<file path="src/rtl/brf_pkg.sv">
// Package for the byte ring FIFO: field widths, operation and status codes,
// and the per-beat result record passed from control to the result stage.
// No dependencies.
package brf_pkg;

  localparam int OP_W   = 2;
  localparam int DATA_W = 8;
  localparam int LEN_W  = 9;
  localparam int ST_W   = 2;

  localparam logic [OP_W-1:0] OP_PUT    = 2'd0;
  localparam logic [OP_W-1:0] OP_GET    = 2'd1;
  localparam logic [OP_W-1:0] OP_PEEK   = 2'd2;
  localparam logic [OP_W-1:0] OP_STATUS = 2'd3;

  localparam logic [ST_W-1:0] ST_OK    = 2'd0;
  localparam logic [ST_W-1:0] ST_EMPTY = 2'd1;
  localparam logic [ST_W-1:0] ST_FULL  = 2'd2;

  typedef struct packed {
    logic             use_rd;
    logic [ST_W-1:0]  status;
    logic [LEN_W-1:0] fill_count;
    logic             is_empty;
    logic             is_full;
  } brf_res_t;

endpackage

</file>
<file path="src/rtl/byte_ring_fifo_top.sv">
// Byte ring FIFO: one beat per cycle in (put, get, peek or status query), one
// result beat out per input beat, in order. Each beat is handled in the cycle
// it is accepted; its result passes the result stage, which meets the store's
// registered read data, and then the output register, and the block keeps
// taking one beat per cycle while the sink keeps up. A write to cfg_wr_data
// sets the length in use (zero acts as one, values above DEPTH saturate) and
// empties the FIFO. Entries are read only after they were written, so the
// store needs no clearing after reset.
module byte_ring_fifo_top #(
  parameter int DEPTH = 256
) (
  input  logic                       clk,
  input  logic                       rst,
  input  logic                       cfg_wr_en,
  input  logic [brf_pkg::LEN_W-1:0]  cfg_wr_data,
  input  logic                       in_valid,
  output logic                       in_ready,
  input  logic [brf_pkg::OP_W-1:0]   opcode,
  input  logic [brf_pkg::DATA_W-1:0] data_in,
  output logic                       out_valid,
  input  logic                       out_ready,
  output logic [brf_pkg::DATA_W-1:0] read_byte,
  output logic [brf_pkg::ST_W-1:0]   status,
  output logic [brf_pkg::LEN_W-1:0]  fill_count,
  output logic                       is_empty,
  output logic                       is_full
);

  localparam int ADDR_W = $clog2(DEPTH);

  logic                       accept;
  logic                       wr_en;
  logic [ADDR_W-1:0]          wr_addr;
  logic                       rd_en;
  logic [ADDR_W-1:0]          rd_addr;
  logic [brf_pkg::DATA_W-1:0] rd_data;
  brf_pkg::brf_res_t          res;

  assign accept = in_valid && in_ready;

  brf_ctrl #(
    .DEPTH  (DEPTH),
    .ADDR_W (ADDR_W)
  ) u_ctrl (
    .clk         (clk),
    .rst         (rst),
    .cfg_wr_en   (cfg_wr_en),
    .cfg_wr_data (cfg_wr_data),
    .accept      (accept),
    .opcode      (opcode),
    .wr_en       (wr_en),
    .wr_addr     (wr_addr),
    .rd_en       (rd_en),
    .rd_addr     (rd_addr),
    .res         (res)
  );

  brf_store #(
    .DEPTH  (DEPTH),
    .ADDR_W (ADDR_W)
  ) u_store (
    .clk     (clk),
    .wr_en   (wr_en),
    .wr_addr (wr_addr),
    .wr_data (data_in),
    .rd_en   (rd_en),
    .rd_addr (rd_addr),
    .rd_data (rd_data)
  );

  brf_out u_out (
    .clk        (clk),
    .rst        (rst),
    .accept     (accept),
    .res_in     (res),
    .rd_data    (rd_data),
    .in_ready   (in_ready),
    .out_valid  (out_valid),
    .out_ready  (out_ready),
    .read_byte  (read_byte),
    .status     (status),
    .fill_count (fill_count),
    .is_empty   (is_empty),
    .is_full    (is_full)
  );

endmodule

</file>
<file path="src/rtl/brf_store.sv">
// Byte store of the ring FIFO: one write port and one read port, read data
// registered. Depends on brf_pkg for the data width.
module brf_store #(
  parameter int DEPTH  = 256,
  parameter int ADDR_W = 8
) (
  input  logic                       clk,
  input  logic                       wr_en,
  input  logic [ADDR_W-1:0]          wr_addr,
  input  logic [brf_pkg::DATA_W-1:0] wr_data,
  input  logic                       rd_en,
  input  logic [ADDR_W-1:0]          rd_addr,
  output logic [brf_pkg::DATA_W-1:0] rd_data
);

  logic [brf_pkg::DATA_W-1:0] mem [DEPTH];

  always_ff @(posedge clk) begin
    if (wr_en) begin
      mem[wr_addr] <= wr_data;
    end
  end

  // The read data holds until the next read, so a stalled result keeps it.
  always_ff @(posedge clk) begin
    if (rd_en) begin
      rd_data <= mem[rd_addr];
    end
  end

endmodule

</file>
<file path="src/rtl/brf_ctrl.sv">
// Pointer and fill-count control of the ring FIFO: decodes each accepted beat,
// drives the store ports and builds the result record. Depends on brf_pkg.
module brf_ctrl #(
  parameter int DEPTH  = 256,
  parameter int ADDR_W = 8
) (
  input  logic                       clk,
  input  logic                       rst,
  input  logic                       cfg_wr_en,
  input  logic [brf_pkg::LEN_W-1:0]  cfg_wr_data,
  input  logic                       accept,
  input  logic [brf_pkg::OP_W-1:0]   opcode,
  output logic                       wr_en,
  output logic [ADDR_W-1:0]          wr_addr,
  output logic                       rd_en,
  output logic [ADDR_W-1:0]          rd_addr,
  output brf_pkg::brf_res_t          res
);

  localparam int LEN_W   = brf_pkg::LEN_W;
  localparam int CMP_W   = ((ADDR_W > LEN_W) ? ADDR_W : LEN_W) + 1;
  localparam int RST_LEN = (DEPTH < 256) ? DEPTH : 256;

  logic [LEN_W-1:0]  length;
  logic [LEN_W-1:0]  length_next;
  logic [ADDR_W-1:0] head;
  logic [ADDR_W-1:0] tail;
  logic [ADDR_W-1:0] head_next;
  logic [ADDR_W-1:0] tail_next;
  logic [LEN_W-1:0]  count;
  logic [LEN_W-1:0]  count_next;
  logic              is_full_now;
  logic              is_empty_now;

  function automatic logic [ADDR_W-1:0] wrap_inc(input logic [ADDR_W-1:0] p,
                                                 input logic [LEN_W-1:0] len);
    logic [CMP_W-1:0] n;
    n = CMP_W'(p) + CMP_W'(1);
    return (n >= CMP_W'(len)) ? '0 : n[ADDR_W-1:0];
  endfunction

  // A zero length acts as one; a length beyond the store saturates.
  always_comb begin
    if (cfg_wr_data == '0) begin
      length_next = LEN_W'(1);
    end else if (32'(cfg_wr_data) > 32'(DEPTH)) begin
      length_next = LEN_W'(DEPTH);
    end else begin
      length_next = cfg_wr_data;
    end
  end

  assign is_full_now  = (count == length);
  assign is_empty_now = (count == '0);

  always_comb begin
    wr_en      = 1'b0;
    rd_en      = 1'b0;
    wr_addr    = tail;
    rd_addr    = head;
    head_next  = head;
    tail_next  = tail;
    count_next = count;
    res.use_rd = 1'b0;
    res.status = brf_pkg::ST_OK;
    case (opcode)
      brf_pkg::OP_PUT: begin
        if (is_full_now) begin
          res.status = brf_pkg::ST_FULL;
        end else begin
          wr_en      = accept;
          tail_next  = wrap_inc(tail, length);
          count_next = count + LEN_W'(1);
        end
      end
      brf_pkg::OP_GET, brf_pkg::OP_PEEK: begin
        if (is_empty_now) begin
          res.status = brf_pkg::ST_EMPTY;
        end else begin
          rd_en      = accept;
          res.use_rd = 1'b1;
          if (opcode == brf_pkg::OP_GET) begin
            head_next  = wrap_inc(head, length);
            count_next = count - LEN_W'(1);
          end
        end
      end
      default: begin
      end
    endcase
    res.fill_count = count_next;
    res.is_empty   = (count_next == '0);
    res.is_full    = (count_next == length);
  end

  always_ff @(posedge clk) begin
    if (rst) begin
      length <= LEN_W'(RST_LEN);
      head   <= '0;
      tail   <= '0;
      count  <= '0;
    end else if (cfg_wr_en) begin
      length <= length_next;
      head   <= '0;
      tail   <= '0;
      count  <= '0;
    end else if (accept) begin
      head  <= head_next;
      tail  <= tail_next;
      count <= count_next;
    end
  end

endmodule

</file>
<file path="src/rtl/brf_out.sv">
// Result stage and output register of the ring FIFO. The result stage holds
// each beat beside the store's registered read data; the output register
// decouples the sink. Depends on brf_pkg.
module brf_out (
  input  logic                       clk,
  input  logic                       rst,
  input  logic                       accept,
  input  brf_pkg::brf_res_t          res_in,
  input  logic [brf_pkg::DATA_W-1:0] rd_data,
  output logic                       in_ready,
  output logic                       out_valid,
  input  logic                       out_ready,
  output logic [brf_pkg::DATA_W-1:0] read_byte,
  output logic [brf_pkg::ST_W-1:0]   status,
  output logic [brf_pkg::LEN_W-1:0]  fill_count,
  output logic                       is_empty,
  output logic                       is_full
);

  logic              s2_valid;
  brf_pkg::brf_res_t s2;
  logic              advance;

  assign advance  = !out_valid || out_ready;
  assign in_ready = !s2_valid || advance;

  always_ff @(posedge clk) begin
    if (rst) begin
      s2_valid  <= 1'b0;
      out_valid <= 1'b0;
    end else begin
      if (accept) begin
        s2_valid <= 1'b1;
      end else if (advance) begin
        s2_valid <= 1'b0;
      end
      if (advance) begin
        out_valid <= s2_valid;
      end
    end
  end

  // The store updates its read data at the same edge that a new beat is
  // accepted, so the beat leaving the result stage still samples its own byte.
  always_ff @(posedge clk) begin
    if (accept) begin
      s2 <= res_in;
    end
    if (advance && s2_valid) begin
      read_byte  <= s2.use_rd ? rd_data : '0;
      status     <= s2.status;
      fill_count <= s2.fill_count;
      is_empty   <= s2.is_empty;
      is_full    <= s2.is_full;
    end
  end

endmodule

</file>
<file path="config.mk">
export PLATFORM = sky130hd
export DESIGN_NAME = byte_ring_fifo_top
export DESIGN_NICKNAME = d
export VERILOG_FILES = /design/src/rtl/brf_pkg.sv /design/src/rtl/byte_ring_fifo_top.sv /design/src/rtl/brf_store.sv /design/src/rtl/brf_ctrl.sv /design/src/rtl/brf_out.sv
export SDC_FILE = /design/constraint.sdc
export NUM_CORES = 2
export LEC_CHECK = 0
export ABC_CLOCK_PERIOD_IN_PS = 4800
export BUFFER_PORTS_ARGS = -buffer_cell sky130_fd_sc_hd__buf_4
export CORE_MARGIN = 2
export CORE_UTILIZATION = 25
export CTS_BUF_LIST = sky130_fd_sc_hd__clkbuf_16
export CTS_CLUSTER_DIAMETER = 120
export DETAILED_ROUTE_END_ITERATION = 12
export PLACE_DENSITY = 0.41
export SYNTH_ARGS = -nofsm -noshare
export SYNTH_HDL_FRONTEND = slang
export SYNTH_SLANG_ARGS = --single-unit
</file>
<file path="constraint.sdc">
create_clock -name clk -period 4.8 [get_ports clk]
set_clock_uncertainty 0.2 [all_clocks]
set_input_delay 0.48 -clock clk [delete_from_list [all_inputs] [get_ports clk]]
set_output_delay 0.48 -clock clk [all_outputs]
set_load 0.02 [all_outputs]
</file>
Word-level counts from Yosys, hierarchy flattened
Memory sizes are Yosys's and may differ from the RTL's. A register that Yosys moved wholly into a read port is not among the register bits.
Index checks and enable logic that the tools add are counted.

operators by class
  add/subtract/negate cells = 4
  $lt $le $gt $ge = 3
  eq/ne operators = 4
  muxes and demuxes = 20
  bitwise gates (word level) = 2
  reductions and logical operators = 15

operator list
  operator                                                               count
  9-bit two-way mux                                                      5
  9-bit logical NOT                                                      3
  10-bit by 9-bit greater-or-equal comparator with 1-bit output          2
  8-bit by 1-bit adder with 9-bit output, second input constant          2
  9-bit equality test                                                    2
  9-bit case mux with 2 select lines                                     1
  8-bit two-way mux                                                      2
  1-bit two-way mux                                                      10
  9-bit by 1-bit adder with 9-bit output, second input constant          1
  9-bit > comparator, second input constant                              1
  9-bit by 1-bit subtractor with 9-bit output, second input constant     1
  2-bit case mux with 2 select lines                                     1
  4-bit AND reduction                                                    1
  2-bit OR reduction                                                     2
  3-bit AND reduction                                                    1
  2-bit by 1-bit equality test with 1-bit output, second input constant  1
  2-bit equality test, second input constant                             1
  1-bit logical AND                                                      2
  1-bit logical NOT                                                      2
  2-bit logical NOT                                                      1
  1-bit logical OR                                                       2
  2-bit two-way mux                                                      1
  1-bit NOT                                                              2
  2-bit nonzero test                                                     1

word-level totals
  register bits after elaboration = 71
  bits in writable memories = 2,048
  bits of input ports = 24
  output and inout bits = 23
  logic and storage cells = 65
  memories = 1

memory list
  memory       depth  bits a word  read ports  clocked after Yosys merged registers in  wr ports  line             RTL
  u_store.mem  256    8            1           1                                        1         brf_store.sv:16  logic [brf_pkg::DATA_W-1:0] mem [DEPTH];

Logic depth before layout (Yosys ltp)
  depth after elaboration = 8
  gate-level depth with buffers = 15
  gate-level depth less buffers = 11

Modules after synthesis
Synthesis repeated with hierarchy kept, for this count alone.

unflattened totals
  cells, all modules = 4,195
  area total of the unflattened synthesis = 83,985.5 µm²

modules (own cells, without submodules)
  module              instances  cells each  area each (µm²)  sequential area each (µm²)
  brf_store           1          3,733       79,636.4         61,739.2
  brf_ctrl            1          409         3,148.0          680.7
  brf_out             1          52          1,194.9          1,091.0
  byte_ring_fifo_top  1          1           6.3              0.0

Least setup slack after synthesis
Ideal clock, no wire load.

  kind = register to register
  from = register u_ctrl.head[0], in the netlist u_ctrl.rd_addr[0]
  to = register u_ctrl.head[2], in the netlist u_ctrl.rd_addr[2]
  library setup time = 70 ps
  arrival time = 3,234 ps
  data required time = 4,530 ps
  path slack = 1,296 ps
  stages on the path, launching flop included = 16
  buffers on the path = 4
  period minus slack after synthesis = 3,504 ps
  path through = dfxtp_1 buf_2 buf_4 buf_4 buf_2 and3_1 and3_1 nor2b_1 or2_2 ha_1 a21o_1 a21oi_1 o21ai_0 a31oi_1 o21ai_0 a21oi_1

between the ends
  word-level cells in the longest chain between the ends = 3

RTL lines
  what                                                           line             RTL
  start: declaration                                             brf_ctrl.sv:26   logic [ADDR_W-1:0] head;
  start signal: assignment                                       brf_ctrl.sv:108  head <= head_next;
  8-bit by 1-bit adder with 9-bit output *                       brf_ctrl.sv:38   n = CMP_W'(p) + CMP_W'(1);
  10-bit by 9-bit greater-or-equal comparator with 1-bit output  brf_ctrl.sv:39   return (n >= CMP_W'(len)) ? '0 : n[ADDR_W-1:0];
  8-bit two-way mux *                                            brf_ctrl.sv:39

Mark *: on every way between the ends. The rest lies on a longest branch, timed or not.
A chain may end at the register's enable or synchronous reset.

==> impl_metrics.ini <==
[outcome]
outcome = complete, no violations

[synth]
post-synth-top-area-fraction_pct = 75.3
syn_nets = 3852
syn_area_per_cell_um2 = 21.9
async_reset_ff_share_pct = 0
synth_edf_count = 2091
seq_area_frac_synth_pct = 76.2
yosysTopAreaCell = edfxtp_1
ys_top_cells_by_count = edfxtp_1 (2,091), mux4_2 (632), nor2_1 (310)
synth.area.top_cells = edfxtp_1 (75%), mux4_2 (17%), nor2_1 (1.4%)
ys_types = 67
syn_inst = 3799
synthesis.area_mm2 = 0.0833
yosys.cell_count.top_type = edfxtp_1
synth_flop_cell = edfxtp_1
yosys_warnings = 0
synth-seq-cells = 2127

[clock_tree]
cts-resized-gates = 0
cts-htree-levels = 4
clk_path_buf_depth = 4
cts_tree = done
cts_root_buf = clkbuf_16
cts.clk_slew.worst_paths_ns = 0.06
ctsHoldBuffers = 36
numCtsBuffers = 231
cts.sinks = 2127
post_cts_buffers = 0
insertion_delay_ns = 0.87

[layout]
drive_gt1_share_pct = 29.1
synthToLayoutAreaGrowth_pct = 17.5
fin_nets = 4161
fillers = 32384
multiInputGateArea_mm2 = 0.0188
seq_area_mm2 = 0.0635

[timing]
slew_viol_final = 0
relSlewSlack_pct = 20.0
hold_viol = 0
whs_ns = 0.0355
tightest_slew_ns = 1.20
period_share_pct = 91.5
setup_ws_ns = 0.406
rsz0062_at_grt = no
clock.fmax_mhz = 228
finalSetupTns_ns = 0
min_period_ns = 4.39
setup_violations = 0

[power]
power.density_mw_per_mm2 = 394
irDropWorstVdd_mv = 0.264
power_w = 0.0386
p_leak_nw = 29.1

[placement]
portBuffers = 46
dp_hpwl_um = 145000
gp_congestion = 0.798
place_ws_ns = 0.363

[route]
dr.pass1.iters = 6
routed-wl-met3_um = 10600
ant_nets = 0
top_layer_used = met5
routed_wl_um = 235000
met2WireLength_um = 112000
drc = 0
drt_iter0_drc = 3398
post_drt_via_cell_ratio = 4.56
met1_length_um = 108000
post_drt_wl_per_cell_um = 27.1
vias = 39581

[floorplan]
die-width_um = 581
fp.coreArea_mm2 = 0.333
dieArea_mm2 = 0.338
initial_core_util_pct = 25.1
ios = 47
num_rows = 212
die_y_um = 581

[worst_setup_path]
critPathBufInv = 3
path_cells = buf_4, buf_4, mux4_2, mux4_2, a22o_1, a221oi_1, buf_4, o221ai_1
cp.arrival_ns = 4.78
crit_slowest_cell = a221oi_1
crit_path_end_kind = flop
cp_top_family = buffers and inverters
cp-startpoint = u_ctrl.rd_addr[0]
required_ns = 5.19
path_class = flop to flop
startpoint_type = flop
path_max_fanout = 28
path_common_cell = buf_4
worst_path_largest_cell_delay_ns = 0.69
rr_startpoint = u_ctrl.rd_addr[0]

[global_routing]
antenna_found_initial = 15
track_usage_pct = 13.7
grt_max_degree = 139
grt-ovfl-total = 0
grt_pass1_wl_um = 332000
grt_pass1_vias = 41116

[run]
maxCapViolations = 0

[min_path]
hp-class = input port to flop
hp-start = data_in[1]
[routing by layer]
metal | vias up | track usage [%]
met3 | 295 | 1.96
met2 | 956 | 22.0
met4 | 4 | 3.26
met5 | - | 0
li1 | 16616 | -
met1 | 21710 | 19.6
[worst paths after layout]
| kind | end | slack (ns) | depth (start not counted) |
|---|---|---|---|
| max | u_store.rd_data[0] | 0.41 | 8 |
| min | u_store.mem[134][1] | 0.04 | 1 |
| max reg2reg | u_store.rd_data[0] | 0.41 | 8 |
| min reg2reg | u_out.fill_count[6] | 0.22 | 0 |
[registers in the layout, summed over array words and instances (netlist names)]
name	count
u_out.fill_count	9
u_store.rd_data	8
u_out.s2	14
u_ctrl.count	9
u_out.read_byte	8
u_out.out_valid	1
u_ctrl.length	9
u_store.mem	2048
u_out.is_full	1
u_out.is_empty	1
u_ctrl.wr_addr	8
u_out.status	2
u_ctrl.rd_addr	8
u_out.s2_valid	1
[through the flow]
stage | cells | cell area [um2] | utilization, %
after floorplan | 3799 | 83300 | -
after global placement | 8226 | 90300 | 27.2
after detailed placement | 8226 | 90300 | 27.2
after CTS | 8672 | 97900 | 29.4
after global routing | 8674 | 97900 | 29.4
final | 8678 | 98000 | 29.4
[area by class of cell]
class / count / share of cell area, %
multi-input cells: 1420 / 19.2
flip-flops and latches: 2127 / 64.9
clock buffers: 233 / 5.95
repair buffers: 305 / 2.85
inverters: 23 / 0.0881
well taps: 4387 / 5.60
clock inverters: 177 / 1.47
diodes: 6 / 0.0153
[where the power goes]
group / internal (W) / switching [W]
sequential: 0.0204 / 0.0000257
clock: 0.0101 / 0.00733
combinational: 0.000212 / 0.000548
total: 0.0307 / 0.00790
[placed cells by master (no fill, tap or decap), drive strengths merged, types with 25 or more instances in the layout]
master | netlist | layout
bufinv | 0 | 25
buf | 102 | 269
mux4 | 632 | 632
ha | 29 | 29
nor2 | 310 | 310
nand3 | 33 | 33
inv | 23 | 79
a22oi | 28 | 28
nor3 | 25 | 25
nand2 | 81 | 81
clkbuf | 127 | 233
edfxtp | 2091 | 2091
dfxtp | 36 | 36
clkinv | 0 | 93
dlygate4sd3 | 0 | 36
a21oi | 29 | 29
[kinds of logic (layout without fill, tap and decap cells)]
family / after synthesis / count (layout) / synth area share (%)
AND/OR/NAND/NOR: 530 / 530 / 2.80
XOR/XNOR: 21 / 21 / 0.221
multiplexers: 652 / 652 / 17.3
flip-flops: 2127 / 2127 / 76.2
buffers and inverters: 252 / 738 / 1.33
adder cells (fa/ha/maj): 29 / 29 / 0.435
AO/OA/AOI/OAI: 188 / 188 / 1.70
other: 0 / 6 / 0
Power figures use the tool's default switching activity.
